**config.mk**
```make
export PLATFORM = sky130hd
export DESIGN_NAME = bitmap_page_allocator_flat
export DESIGN_NICKNAME = d
export VERILOG_FILES = /design/src/sv/bpa_pkg.sv /design/src/sv/bpa_ifs.sv /design/src/sv/bpa_bitmap.sv /design/src/sv/bitmap_page_allocator.sv /design/src/flat_wrapper.sv
export SDC_FILE = /design/constraint.sdc
export NUM_CORES = 2
export LEC_CHECK = 0
export BUFFER_PORTS_ARGS = -buffer_cell sky130_fd_sc_hd__buf_2
export CORE_AREA = 2 2 875 615
export CTS_BUF_LIST = sky130_fd_sc_hd__clkbuf_8 sky130_fd_sc_hd__clkbuf_16
export DETAILED_ROUTE_END_ITERATION = 6
export DIE_AREA = 0 0 877 617
export HOLD_SLACK_MARGIN = 0.06
export SLEW_MARGIN = 20
export SYNTH_ARGS = -nofsm -noshare
export SYNTH_HDL_FRONTEND = slang
export SYNTH_HIERARCHICAL = 1
export SYNTH_SLANG_ARGS = --single-unit
```
**constraint.sdc**
```tcl
create_clock -name clk -period 13.8 [get_ports clk]
set_clock_uncertainty 0.05 [all_clocks]
set_input_delay 0.69 -clock clk [delete_from_list [all_inputs] [get_ports clk]]
set_output_delay 0.69 -clock clk [all_outputs]
set_load 0.02 [all_outputs]
```
**src/sv/bpa_pkg.sv**
```systemverilog
// ----------------------------------------------------------------------------
// bpa_pkg
// Shared constants, codes and types of the bitmap page allocator.
// ----------------------------------------------------------------------------
`default_nettype none
package bpa_pkg;

  localparam int MAX_PAGES      = 4096;
  localparam int PAGE_BYTES     = 4096;
  localparam int SCAN_WORD_BITS = 64;

  localparam int ADDR_W     = 48;
  localparam int CNT_W      = $clog2(MAX_PAGES + 1);
  localparam int IDX_W      = $clog2(MAX_PAGES);
  localparam int PAGE_SHIFT = $clog2(PAGE_BYTES);
  localparam int WORD_W     = SCAN_WORD_BITS;
  localparam int BIT_W      = $clog2(SCAN_WORD_BITS);
  localparam int ROW_W      = IDX_W - BIT_W;
  localparam int ROWS       = MAX_PAGES / SCAN_WORD_BITS;
  localparam int REG_W      = 1;

  localparam logic [1:0] MODE_RSV_ONE = 2'd0;
  localparam logic [1:0] MODE_REL_ONE = 2'd1;
  localparam logic [1:0] MODE_RSV_RUN = 2'd2;
  localparam logic [1:0] MODE_REL_RUN = 2'd3;

  localparam logic [1:0] ST_OK   = 2'd0;
  localparam logic [1:0] ST_NONE = 2'd1;
  localparam logic [1:0] ST_ADDR = 2'd2;
  localparam logic [1:0] ST_LEN  = 2'd3;

  localparam logic [REG_W-1:0] REG_BASE  = 1'b0;
  localparam logic [REG_W-1:0] REG_COUNT = 1'b1;

  typedef struct packed {
    logic              re;
    logic              we;
    logic [ROW_W-1:0]  row;
    logic [WORD_W-1:0] wdata;
  } mem_req_t;

  function automatic logic [CNT_W-1:0] eff_count(input logic [CNT_W-1:0] pc);
    return (pc > CNT_W'(MAX_PAGES)) ? CNT_W'(MAX_PAGES) : pc;
  endfunction

endpackage
`default_nettype wire

```
**src/sv/bpa_ifs.sv**
```systemverilog
// ----------------------------------------------------------------------------
// bpa channel interfaces
// Request, response and configuration channels with valid/ready.
// ----------------------------------------------------------------------------
`default_nettype none
interface bpa_req_if;
  logic                         valid;
  logic                         ready;
  logic [1:0]                   mode;
  logic [bpa_pkg::ADDR_W-1:0]   page_address;
  logic [bpa_pkg::CNT_W-1:0]    run_length;
  modport source (output valid, mode, page_address, run_length, input ready);
  modport sink   (input valid, mode, page_address, run_length, output ready);
endinterface

interface bpa_rsp_if;
  logic                         valid;
  logic                         ready;
  logic [bpa_pkg::ADDR_W-1:0]   result_address;
  logic [1:0]                   status;
  logic [bpa_pkg::CNT_W-1:0]    free_left;
  modport source (output valid, result_address, status, free_left, input ready);
  modport sink   (input valid, result_address, status, free_left, output ready);
endinterface

interface bpa_cfg_if;
  logic                         valid;
  logic                         ready;
  logic [bpa_pkg::REG_W-1:0]    index;
  logic [bpa_pkg::ADDR_W-1:0]   data;
  modport source (output valid, index, data, input ready);
  modport sink   (input valid, index, data, output ready);
endinterface
`default_nettype wire

```
**src/sv/bpa_bitmap.sv**
```systemverilog
// ----------------------------------------------------------------------------
// bpa_bitmap
// Used-page bitmap: one word per row, registered read, per-row valid bits.
// ----------------------------------------------------------------------------
`default_nettype none
module bpa_bitmap (
  input  wire logic                       clk,
  input  wire logic                       rst,
  input  wire logic                       clr,
  input  wire bpa_pkg::mem_req_t          mreq,
  output logic [bpa_pkg::WORD_W-1:0]      rdata
);

  logic [bpa_pkg::WORD_W-1:0] mem [bpa_pkg::ROWS];
  logic [bpa_pkg::ROWS-1:0]   row_valid;
  logic [bpa_pkg::WORD_W-1:0] rd_q;
  logic                       rv_q;

  always_ff @(posedge clk) begin
    if (mreq.we) begin
      mem[mreq.row] <= mreq.wdata;
    end
    if (mreq.re) begin
      rd_q <= mem[mreq.row];
    end
  end

  always_ff @(posedge clk) begin
    if (rst || clr) begin
      row_valid <= '0;
      rv_q      <= 1'b0;
    end else begin
      if (mreq.we) begin
        row_valid[mreq.row] <= 1'b1;
      end
      if (mreq.re) begin
        rv_q <= row_valid[mreq.row];
      end
    end
  end

  assign rdata = rv_q ? rd_q : '0;

endmodule
`default_nettype wire

```
**src/sv/bitmap_page_allocator.sv**
```systemverilog
// ----------------------------------------------------------------------------
// bitmap_page_allocator
// First-fit page allocator over a used-page bitmap with a free counter.
// ----------------------------------------------------------------------------
// Reserve one: reads and checks bitmap words in turn until one has a free bit.
// Release: per page, a range check and word read, then a write that clears its bit. Reserve run:
// scans one page per cycle, loading each word before its pages, then reads and marks each word.
// One item at a time; the bitmap read port sets the pace.
// Reset (rst, synchronous): base 0, page count 4096, all pages free.
// ----------------------------------------------------------------------------
`default_nettype none
module bitmap_page_allocator (
  input  wire logic   clk,
  input  wire logic   rst,
  bpa_cfg_if.sink     cfg,
  bpa_req_if.sink     req,
  bpa_rsp_if.source   rsp
);

  localparam int AW = bpa_pkg::ADDR_W;
  localparam int CW = bpa_pkg::CNT_W;
  localparam int IW = bpa_pkg::IDX_W;
  localparam int BW = bpa_pkg::BIT_W;
  localparam int RW = bpa_pkg::ROW_W;
  localparam int WW = bpa_pkg::WORD_W;
  localparam int PS = bpa_pkg::PAGE_SHIFT;

  localparam logic [3:0] S_IDLE  = 4'd0;
  localparam logic [3:0] S_ORD   = 4'd1;
  localparam logic [3:0] S_OCHK  = 4'd2;
  localparam logic [3:0] S_PCHK  = 4'd3;
  localparam logic [3:0] S_PRW   = 4'd4;
  localparam logic [3:0] S_RRD   = 4'd5;
  localparam logic [3:0] S_RSCAN = 4'd6;
  localparam logic [3:0] S_MRD   = 4'd7;
  localparam logic [3:0] S_MWR   = 4'd8;
  localparam logic [3:0] S_DONE  = 4'd9;

  logic [3:0]    state;
  logic [AW-1:0] base;
  logic [CW-1:0] page_count;
  logic [CW-1:0] free_cnt;
  logic [AW:0]   addr_q;
  logic [CW-1:0] rem_q;
  logic [CW-1:0] len_q;
  logic [CW-1:0] run_q;
  logic [IW-1:0] i_q;
  logic [IW-1:0] pidx_q;
  logic [IW-1:0] start_q;
  logic [IW-1:0] end_q;
  logic [RW-1:0] w_q;
  logic [AW-1:0] res_addr;
  logic [1:0]    res_status;
  logic          out_valid;
  logic [AW-1:0] out_addr;
  logic [1:0]    out_status;
  logic [CW-1:0] out_free;

  logic [CW-1:0] eff;
  logic          cfg_wr;
  logic          clr;
  logic          accept;
  logic          slot_free;
  logic [WW-1:0] rdata;
  bpa_pkg::mem_req_t mreq;

  logic [AW:0]   diff;
  logic          page_ok;
  logic [BW-1:0] zpos;
  logic          bit_used;
  logic [CW-1:0] run_n;
  logic [CW-1:0] start_n;
  logic [BW-1:0] lo;
  logic [BW-1:0] hi;
  logic [WW-1:0] mask;

  function automatic logic [BW-1:0] low_zero(input logic [WW-1:0] d);
    logic [BW-1:0] p;
    p = '0;
    for (int k = WW - 1; k >= 0; k--) begin
      if (!d[k]) p = BW'(k);
    end
    return p;
  endfunction

  function automatic logic [AW-1:0] page_addr(input logic [AW-1:0] b,
                                              input logic [IW-1:0] idx);
    return b + {{(AW-IW-PS){1'b0}}, idx, {PS{1'b0}}};
  endfunction

  assign eff       = bpa_pkg::eff_count(page_count);
  assign cfg.ready = 1'b1;
  assign cfg_wr    = cfg.valid && cfg.ready;
  assign clr       = cfg_wr && (cfg.index == bpa_pkg::REG_COUNT);
  assign req.ready = (state == S_IDLE);
  assign accept    = req.valid && req.ready;
  assign slot_free = !out_valid || rsp.ready;

  assign rsp.valid          = out_valid;
  assign rsp.result_address = out_addr;
  assign rsp.status         = out_status;
  assign rsp.free_left      = out_free;

  assign diff     = addr_q - {1'b0, base};
  assign page_ok  = (addr_q[PS-1:0] == '0) && (addr_q >= {1'b0, base})
                    && (diff[AW:PS] < (AW+1-PS)'(eff));
  assign zpos     = low_zero(rdata);
  assign bit_used = rdata[i_q[BW-1:0]];
  assign run_n    = bit_used ? '0 : run_q + 1'b1;
  assign start_n  = {1'b0, i_q} + 1'b1 - len_q;
  assign lo       = (w_q == start_q[IW-1:BW]) ? start_q[BW-1:0] : '0;
  assign hi       = (w_q == end_q[IW-1:BW]) ? end_q[BW-1:0] : '1;
  assign mask     = ({WW{1'b1}} << lo) & ({WW{1'b1}} >> (BW'(WW - 1) - hi));

  always_comb begin
    mreq = '0;
    case (state)
      S_ORD: begin
        mreq.re  = 1'b1;
        mreq.row = w_q;
      end
      S_OCHK: begin
        mreq.we    = !(&rdata);
        mreq.row   = w_q;
        mreq.wdata = rdata | (WW'(1) << zpos);
      end
      S_PCHK: begin
        mreq.re  = page_ok;
        mreq.row = diff[PS+IW-1:PS+BW];
      end
      S_PRW: begin
        mreq.we    = rdata[pidx_q[BW-1:0]];
        mreq.row   = pidx_q[IW-1:BW];
        mreq.wdata = rdata & ~(WW'(1) << pidx_q[BW-1:0]);
      end
      S_RRD: begin
        mreq.re  = 1'b1;
        mreq.row = i_q[IW-1:BW];
      end
      S_MRD: begin
        mreq.re  = 1'b1;
        mreq.row = w_q;
      end
      S_MWR: begin
        mreq.we    = 1'b1;
        mreq.row   = w_q;
        mreq.wdata = rdata | mask;
      end
      default: mreq = '0;
    endcase
  end

  bpa_bitmap u_bitmap (
    .clk   (clk),
    .rst   (rst),
    .clr   (clr),
    .mreq  (mreq),
    .rdata (rdata)
  );

  always_ff @(posedge clk) begin
    if (rst) begin
      state      <= S_IDLE;
      base       <= '0;
      page_count <= CW'(bpa_pkg::MAX_PAGES);
      free_cnt   <= CW'(bpa_pkg::MAX_PAGES);
      out_valid  <= 1'b0;
    end else begin
      if (out_valid && rsp.ready && (state != S_DONE)) out_valid <= 1'b0;
      if (cfg_wr) begin
        if (cfg.index == bpa_pkg::REG_BASE) begin
          base <= cfg.data;
        end else begin
          page_count <= cfg.data[CW-1:0];
          free_cnt   <= bpa_pkg::eff_count(cfg.data[CW-1:0]);
        end
      end
      case (state)
        S_IDLE: begin
          if (accept) begin
            res_addr <= '0;
            addr_q   <= {1'b0, req.page_address};
            len_q    <= req.run_length;
            i_q      <= '0;
            run_q    <= '0;
            w_q      <= '0;
            case (req.mode)
              bpa_pkg::MODE_RSV_ONE: begin
                if (free_cnt == '0) begin
                  res_status <= bpa_pkg::ST_NONE;
                  state      <= S_DONE;
                end else begin
                  state <= S_ORD;
                end
              end
              bpa_pkg::MODE_REL_ONE: begin
                rem_q <= CW'(1);
                state <= S_PCHK;
              end
              bpa_pkg::MODE_RSV_RUN: begin
                if (req.run_length == '0 || req.run_length > eff) begin
                  res_status <= bpa_pkg::ST_LEN;
                  state      <= S_DONE;
                end else if (req.run_length > free_cnt) begin
                  res_status <= bpa_pkg::ST_NONE;
                  state      <= S_DONE;
                end else begin
                  state <= S_RRD;
                end
              end
              default: begin
                if (req.run_length == '0 || req.run_length > eff) begin
                  res_status <= bpa_pkg::ST_LEN;
                  state      <= S_DONE;
                end else begin
                  rem_q <= req.run_length;
                  state <= S_PCHK;
                end
              end
            endcase
          end
        end
        S_ORD: state <= S_OCHK;
        S_OCHK: begin
          if (&rdata) begin
            if (w_q == '1) begin
              res_status <= bpa_pkg::ST_NONE;
              state      <= S_DONE;
            end else begin
              w_q   <= w_q + 1'b1;
              state <= S_ORD;
            end
          end else begin
            free_cnt   <= free_cnt - 1'b1;
            res_addr   <= page_addr(base, {w_q, zpos});
            res_status <= bpa_pkg::ST_OK;
            state      <= S_DONE;
          end
        end
        S_PCHK: begin
          pidx_q <= diff[PS+IW-1:PS];
          if (page_ok) begin
            state <= S_PRW;
          end else begin
            res_status <= bpa_pkg::ST_ADDR;
            state      <= S_DONE;
          end
        end
        S_PRW: begin
          if (!rdata[pidx_q[BW-1:0]]) begin
            res_status <= bpa_pkg::ST_ADDR;
            state      <= S_DONE;
          end else begin
            free_cnt <= free_cnt + 1'b1;
            rem_q    <= rem_q - 1'b1;
            addr_q   <= addr_q + (AW+1)'(bpa_pkg::PAGE_BYTES);
            if (rem_q == CW'(1)) begin
              res_status <= bpa_pkg::ST_OK;
              state      <= S_DONE;
            end else begin
              state <= S_PCHK;
            end
          end
        end
        S_RRD: state <= S_RSCAN;
        S_RSCAN: begin
          if (run_n == len_q) begin
            end_q   <= i_q;
            start_q <= start_n[IW-1:0];
            w_q     <= start_n[IW-1:BW];
            state   <= S_MRD;
          end else if ({1'b0, i_q} + 1'b1 == eff) begin
            res_status <= bpa_pkg::ST_NONE;
            state      <= S_DONE;
          end else begin
            i_q   <= i_q + 1'b1;
            run_q <= run_n;
            if (i_q[BW-1:0] == '1) state <= S_RRD;
          end
        end
        S_MRD: state <= S_MWR;
        S_MWR: begin
          if (w_q == end_q[IW-1:BW]) begin
            free_cnt   <= free_cnt - len_q;
            res_addr   <= page_addr(base, start_q);
            res_status <= bpa_pkg::ST_OK;
            state      <= S_DONE;
          end else begin
            w_q   <= w_q + 1'b1;
            state <= S_MRD;
          end
        end
        S_DONE: begin
          if (slot_free) begin
            out_valid  <= 1'b1;
            out_addr   <= res_addr;
            out_status <= res_status;
            out_free   <= free_cnt;
            state      <= S_IDLE;
          end
        end
        default: state <= S_IDLE;
      endcase
    end
  end

  a_free_bound: assert property (@(posedge clk) disable iff (rst)
    free_cnt <= eff) else $error("free counter above page count");

  a_mem_port: assert property (@(posedge clk) disable iff (rst)
    !(mreq.re && mreq.we)) else $error("bitmap read and write together");

  a_busy: assert property (@(posedge clk) disable iff (rst)
    accept |=> (state != S_IDLE)) else $error("accepted word left no work");

  a_fail_addr: assert property (@(posedge clk) disable iff (rst)
    (rsp.valid && rsp.status != bpa_pkg::ST_OK) |-> (rsp.result_address == '0))
    else $error("failed word carries an address");

endmodule
`default_nettype wire
```
**src/flat_wrapper.sv**
```systemverilog
// flat-port wrapper written by rule: the top's interface ports become plain ports
module bitmap_page_allocator_flat 
  (clk, rst, cfg_valid, cfg_index, cfg_data, cfg_ready, req_valid, req_mode, req_page_address, req_run_length, req_ready, rsp_valid, rsp_result_address, rsp_status, rsp_free_left, rsp_ready);
  bpa_cfg_if cfg_i ();
  bpa_req_if req_i ();
  bpa_rsp_if rsp_i ();
  input  wire logic clk;
  input  wire logic rst;
  input wire logic [$bits(cfg_i.valid)-1:0] cfg_valid;
  input wire logic [$bits(cfg_i.index)-1:0] cfg_index;
  input wire logic [$bits(cfg_i.data)-1:0] cfg_data;
  output wire logic [$bits(cfg_i.ready)-1:0] cfg_ready;
  input wire logic [$bits(req_i.valid)-1:0] req_valid;
  input wire logic [$bits(req_i.mode)-1:0] req_mode;
  input wire logic [$bits(req_i.page_address)-1:0] req_page_address;
  input wire logic [$bits(req_i.run_length)-1:0] req_run_length;
  output wire logic [$bits(req_i.ready)-1:0] req_ready;
  output wire logic [$bits(rsp_i.valid)-1:0] rsp_valid;
  output wire logic [$bits(rsp_i.result_address)-1:0] rsp_result_address;
  output wire logic [$bits(rsp_i.status)-1:0] rsp_status;
  output wire logic [$bits(rsp_i.free_left)-1:0] rsp_free_left;
  input wire logic [$bits(rsp_i.ready)-1:0] rsp_ready;
  assign cfg_i.valid = cfg_valid;
  assign cfg_i.index = cfg_index;
  assign cfg_i.data = cfg_data;
  assign cfg_ready = cfg_i.ready;
  assign req_i.valid = req_valid;
  assign req_i.mode = req_mode;
  assign req_i.page_address = req_page_address;
  assign req_i.run_length = req_run_length;
  assign req_ready = req_i.ready;
  assign rsp_valid = rsp_i.valid;
  assign rsp_result_address = rsp_i.result_address;
  assign rsp_status = rsp_i.status;
  assign rsp_free_left = rsp_i.free_left;
  assign rsp_i.ready = rsp_ready;
  bitmap_page_allocator u_core (.clk(clk), .rst(rst), .cfg(cfg_i), .req(req_i), .rsp(rsp_i));
endmodule
```
==> results.md <==
* Register area at approximately 0.14 mm^2
* Rows at 225
* Max FO, Critical Path at 30
* Post-Syn Area at approximately 0.19 mm^2
* Most frequent cells in the layout: edfxtp_1 (4,415), nand2_1 (667), a221oi_1 (526)
* Sw Share at about 41%
* CP delay by family, top: compound AO/OA/AOI/OAI gates
* Die ar. at 0.541 mm^2
* Max transition margin at between 10% and 20%
* Pre-CTS WS at between 5000 and 6000 ps
* Dominant synthesized flop cell: edfxtp_1
* Final hold violations at 0
* Total grt overflow at 0
* Synthesized flop and latch total at 4,559
* Fillers at between 40,000 and 50,000
* Clock sink count at around 4,600
* Num ports at roughly 180
* Finished Layout Cells at between 15,000 and 20,000
* Synth unique cells at 92
* Hold WC Path Type: primary input to flop
* Synth top area share at 71.3%
* Setup tns final at 0 ps
* DRT Wirelength at about 700 mm
* Ys async rst share at 0%
* Cell Int Power at between 0.03 and 0.04 W
* Final setup fails at 0
* Worst Path Required at 14,370 ps
* WL/cell at ~36 um
* Sequential cell area fraction in the yosys report at between 70% and 80%
* Worst Tran Pin Value at 1250 ps
* Syn Inst Count at 11,500
* GR Util All Layers at about a quarter
* Failing checks: DRC
* H-tree Lvls at 5
* Initial drt markers at approximately 23,000
* Arr. time, crit path at 8780 ps
* Critical path type: flop to flop
* Multi-input gate area at about 0.048 mm^2
* EDFF count, synth at 4,415
* Flop pwr share at 34.7%
* Die W at 877 um
* Initial Util at roughly a third
* Pleak at approximately 67 nW
* Layout cells sized above 1 at between 15 and 20%
* DR pass1 iterations at 7
* Fin nets at 12,100
* First-pass GRT wire length at 944 mm
* DIE HEIGHT at just over 600 um
* Core ar. at 0.534 mm^2
* DP HPWL at 411 mm
* Critical path buffers and inverters at 4
* Crit-path max cell delay at ~780 ps
* Fin crit share at roughly three fifths
* Placed Instances at between 15,000 and 20,000
* Combinational power share at about 43%
* VDD IR-drop max at between 0.3 and 0.4 mV
* Syn_nets at between 10,000 and 15,000
* Initial antenna violation count at 50
* Clock root buffer: clkbuf_16
* Clock latency on the worst-skew pair at 1010 ps
* Mapped Avg Cell Area at between 15 and 20 um^2
* Pwr/cell area at between 200 and 250 mW/mm^2
* Postcts setup bufs at 0
* Clk pwr share at a little under a quarter
* Port bufs at about 180
* CP cell instances: inv_1 > ha_1 > a2111oi_0 > o21ai_0 > o2111ai_1 > a31oi_1 > o21ai_0 > nand2b_1 > a311oi_1 > o21bai_1 > a21oi_1 > xnor2_1 > a221o_1 > and3_2 > buf_4 > nand2_1 > nor2_4 > buf_4 > buf_4
* Fmax at 122 MHz
* Top cells by area, synth: edfxtp_1 (71%), mux4_2 (3.5%), a221oi_1 (2.5%), mux2i_1 (2.4%), mux2_2 (1.9%)
* Clk slew on worst S/H paths at around 70 ps
* Cts bufs inserted at between 400 and 500
* Most common cell after layout, fill and taps aside: edfxtp_1
* Min cycle time layout at roughly 8200 ps
* Clk buf depth at 4
* CP Capture Type: flop
* Max-slew violation count at 0
* Status: complete, but fails checks
* Post-DRT Antenna Nets at 0
* Via-per-instance ratio at ~6.2
* Top cell type by total area after synthesis: edfxtp_1
* Number of global-route vias before repair at roughly 110k
* Crit path top cell by count: buf_4
* Critical path's slowest cell: buf_4
* Final Wtd Congestion at 0.961
* Area grow syn2layout at 13.8%
* Net Sw Power at ~0.021 W
* Core Util, Final at between 30% and 40%
* Yosys warnings at 6
* Drt drc at 6
* Largest net degree at the start of global routing at between 100 and 150
* Vias at 121,000
* CTS tree: yes
* Unrepaired setup endpoints after global routing: false
* CP startpoint kind: flop
* Setup ws final at 5590 ps
* Final Power at 0.0513 W
* Max-cap check violation count at 0
## synthesized netlist by cell type, types with 18 or more instances
library cell	instances
o221ai_1	55
buf_4	95
o2bb2ai_1	54
a31oi_1	55
nor2_1	574
o22a_1	22
a21boi_0	18
dfxtp_1	144
xnor2_1	101
nand2_1	673
mux4_2	285
edfxtp_1	4415
or4_1	20
buf_1	68
or3_1	27
a22o_1	70
mux2i_1	450
a221oi_1	527
buf_2	262
a21oi_1	464
nor4_1	36
o21ai_0	456
and3_1	41
and2_1	103
inv_1	145
mux2_2	315
nand2b_1	34
clkbuf_1	263
or2_2	33
a222oi_1	19
nand4_1	96
buf_6	41
a21o_1	32
a221o_1	81
a211oi_1	55
o211ai_1	58
a22oi_1	337
nand3_1	133
o21a_1	105
o22ai_1	216
nor3_1	72
ha_1	129
nor2b_1	39
xor2_1	62
## timing repair
| action | CTS | global route |
|---|---|---|
| hold buffers | 109 | 0 |
| gates resized for setup | 0 | 0 |
| hold endpoints to repair | 140 | 0 |
## power groups by stage
stage / sequential [W] / combinational, W / clock, W
after floorplan: 0.0179 / 0.0124 / 0
after global placement: 0.0180 / 0.0209 / 0
after detailed placement: 0.0180 / 0.0210 / 0
after CTS: 0.0177 / 0.0210 / 0.0117
after global routing: 0.0178 / 0.0223 / 0.0122
final: 0.0178 / 0.0218 / 0.0117
## through the flow
step	cell area, um^2	hold WS (ps)
2_1_floorplan	186000	350
3_3_place_gp	197000	350
3_5_place_dp	197000	355
4_1_cts	211000	62.1
5_1_grt	211000	100
6_report	211000	133
## flip-flops by register name (all words and copies together) (netlist names), 6 cells and up
name / count
u_core/free_cnt: 13
u_core/res_addr: 48
u_core/end_q: 12
u_core/u_bitmap/row_valid: 64
u_core/base: 48
u_core/i_q: 12
u_core/start_q: 12
u_core/addr_q: 49
u_core/u_bitmap/mem: 4096
u_core/page_count: 13
u_core/w_q: 6
u_core/pidx_q: 12
u_core/rsp.result_address: 48
u_core/u_bitmap/rd_q: 64
u_core/run_q: 13
u_core/rem_q: 13
u_core/len_q: 13
u_core/rsp.free_left: 13
## path summary, 6_finish.rpt
check                                  to            startpoint  slack, ps  depth (start not counted)
max           u_core/u_bitmap/mem[59][41]        u_core/base[7]       5590                         19
min                     u_core/addr_q[19]  req_page_address[19]        130                          3
max reg2reg   u_core/u_bitmap/mem[59][41]        u_core/base[7]       5590                         19
min reg2reg  u_core/rsp.result_address[5]    u_core/res_addr[5]        340                          0
## routing by layer
layer  global-route usage, %  vias up  routed length [um]
met4                    6.56       16               21900
met1                    37.3    62400              284000
met3                    8.91     1171              114000
li1                        -    47200                   -
met5                       0        -                 149
met2                    33.6     9923              280000
## worst reg2reg max path, cell delays in order (launching register included)
cell,delay (ps)
dfxtp_1,350
inv_1,90
ha_1,320
a2111oi_0,390
o21ai_0,290
o2111ai_1,280
a31oi_1,160
o21ai_0,200
nand2b_1,150
a311oi_1,410
o21bai_1,140
a21oi_1,190
xnor2_1,190
a221o_1,700
and3_2,340
buf_4,600
nand2_1,670
nor2_4,760
buf_4,790
buf_4,760
## cell families after synthesis
family,count (synthesis),share of synthesized area [%]
flops,4559,72.9
other cells,1,0.00202
compound gates,2760,10.5
xor+xnor,163,0.768
fa+ha+maj,132,0.901
mux,1063,7.88
simple gates,1941,4.80
buf+inv,880,2.33
## layout make-up
class | instances | share of cell area (%)
Tap cell | 7150 | 4.23
Antenna cell | 62 | 0.0734
Timing Repair Buffer | 708 | 2.57
Sequential cell | 4559 | 64.1
Clock inverter | 310 | 1.26
Multi-Input combinational cell | 6060 | 22.5
Clock buffer | 435 | 5.05
Inverter | 149 | 0.275
Power figures use the tool's default switching activity.
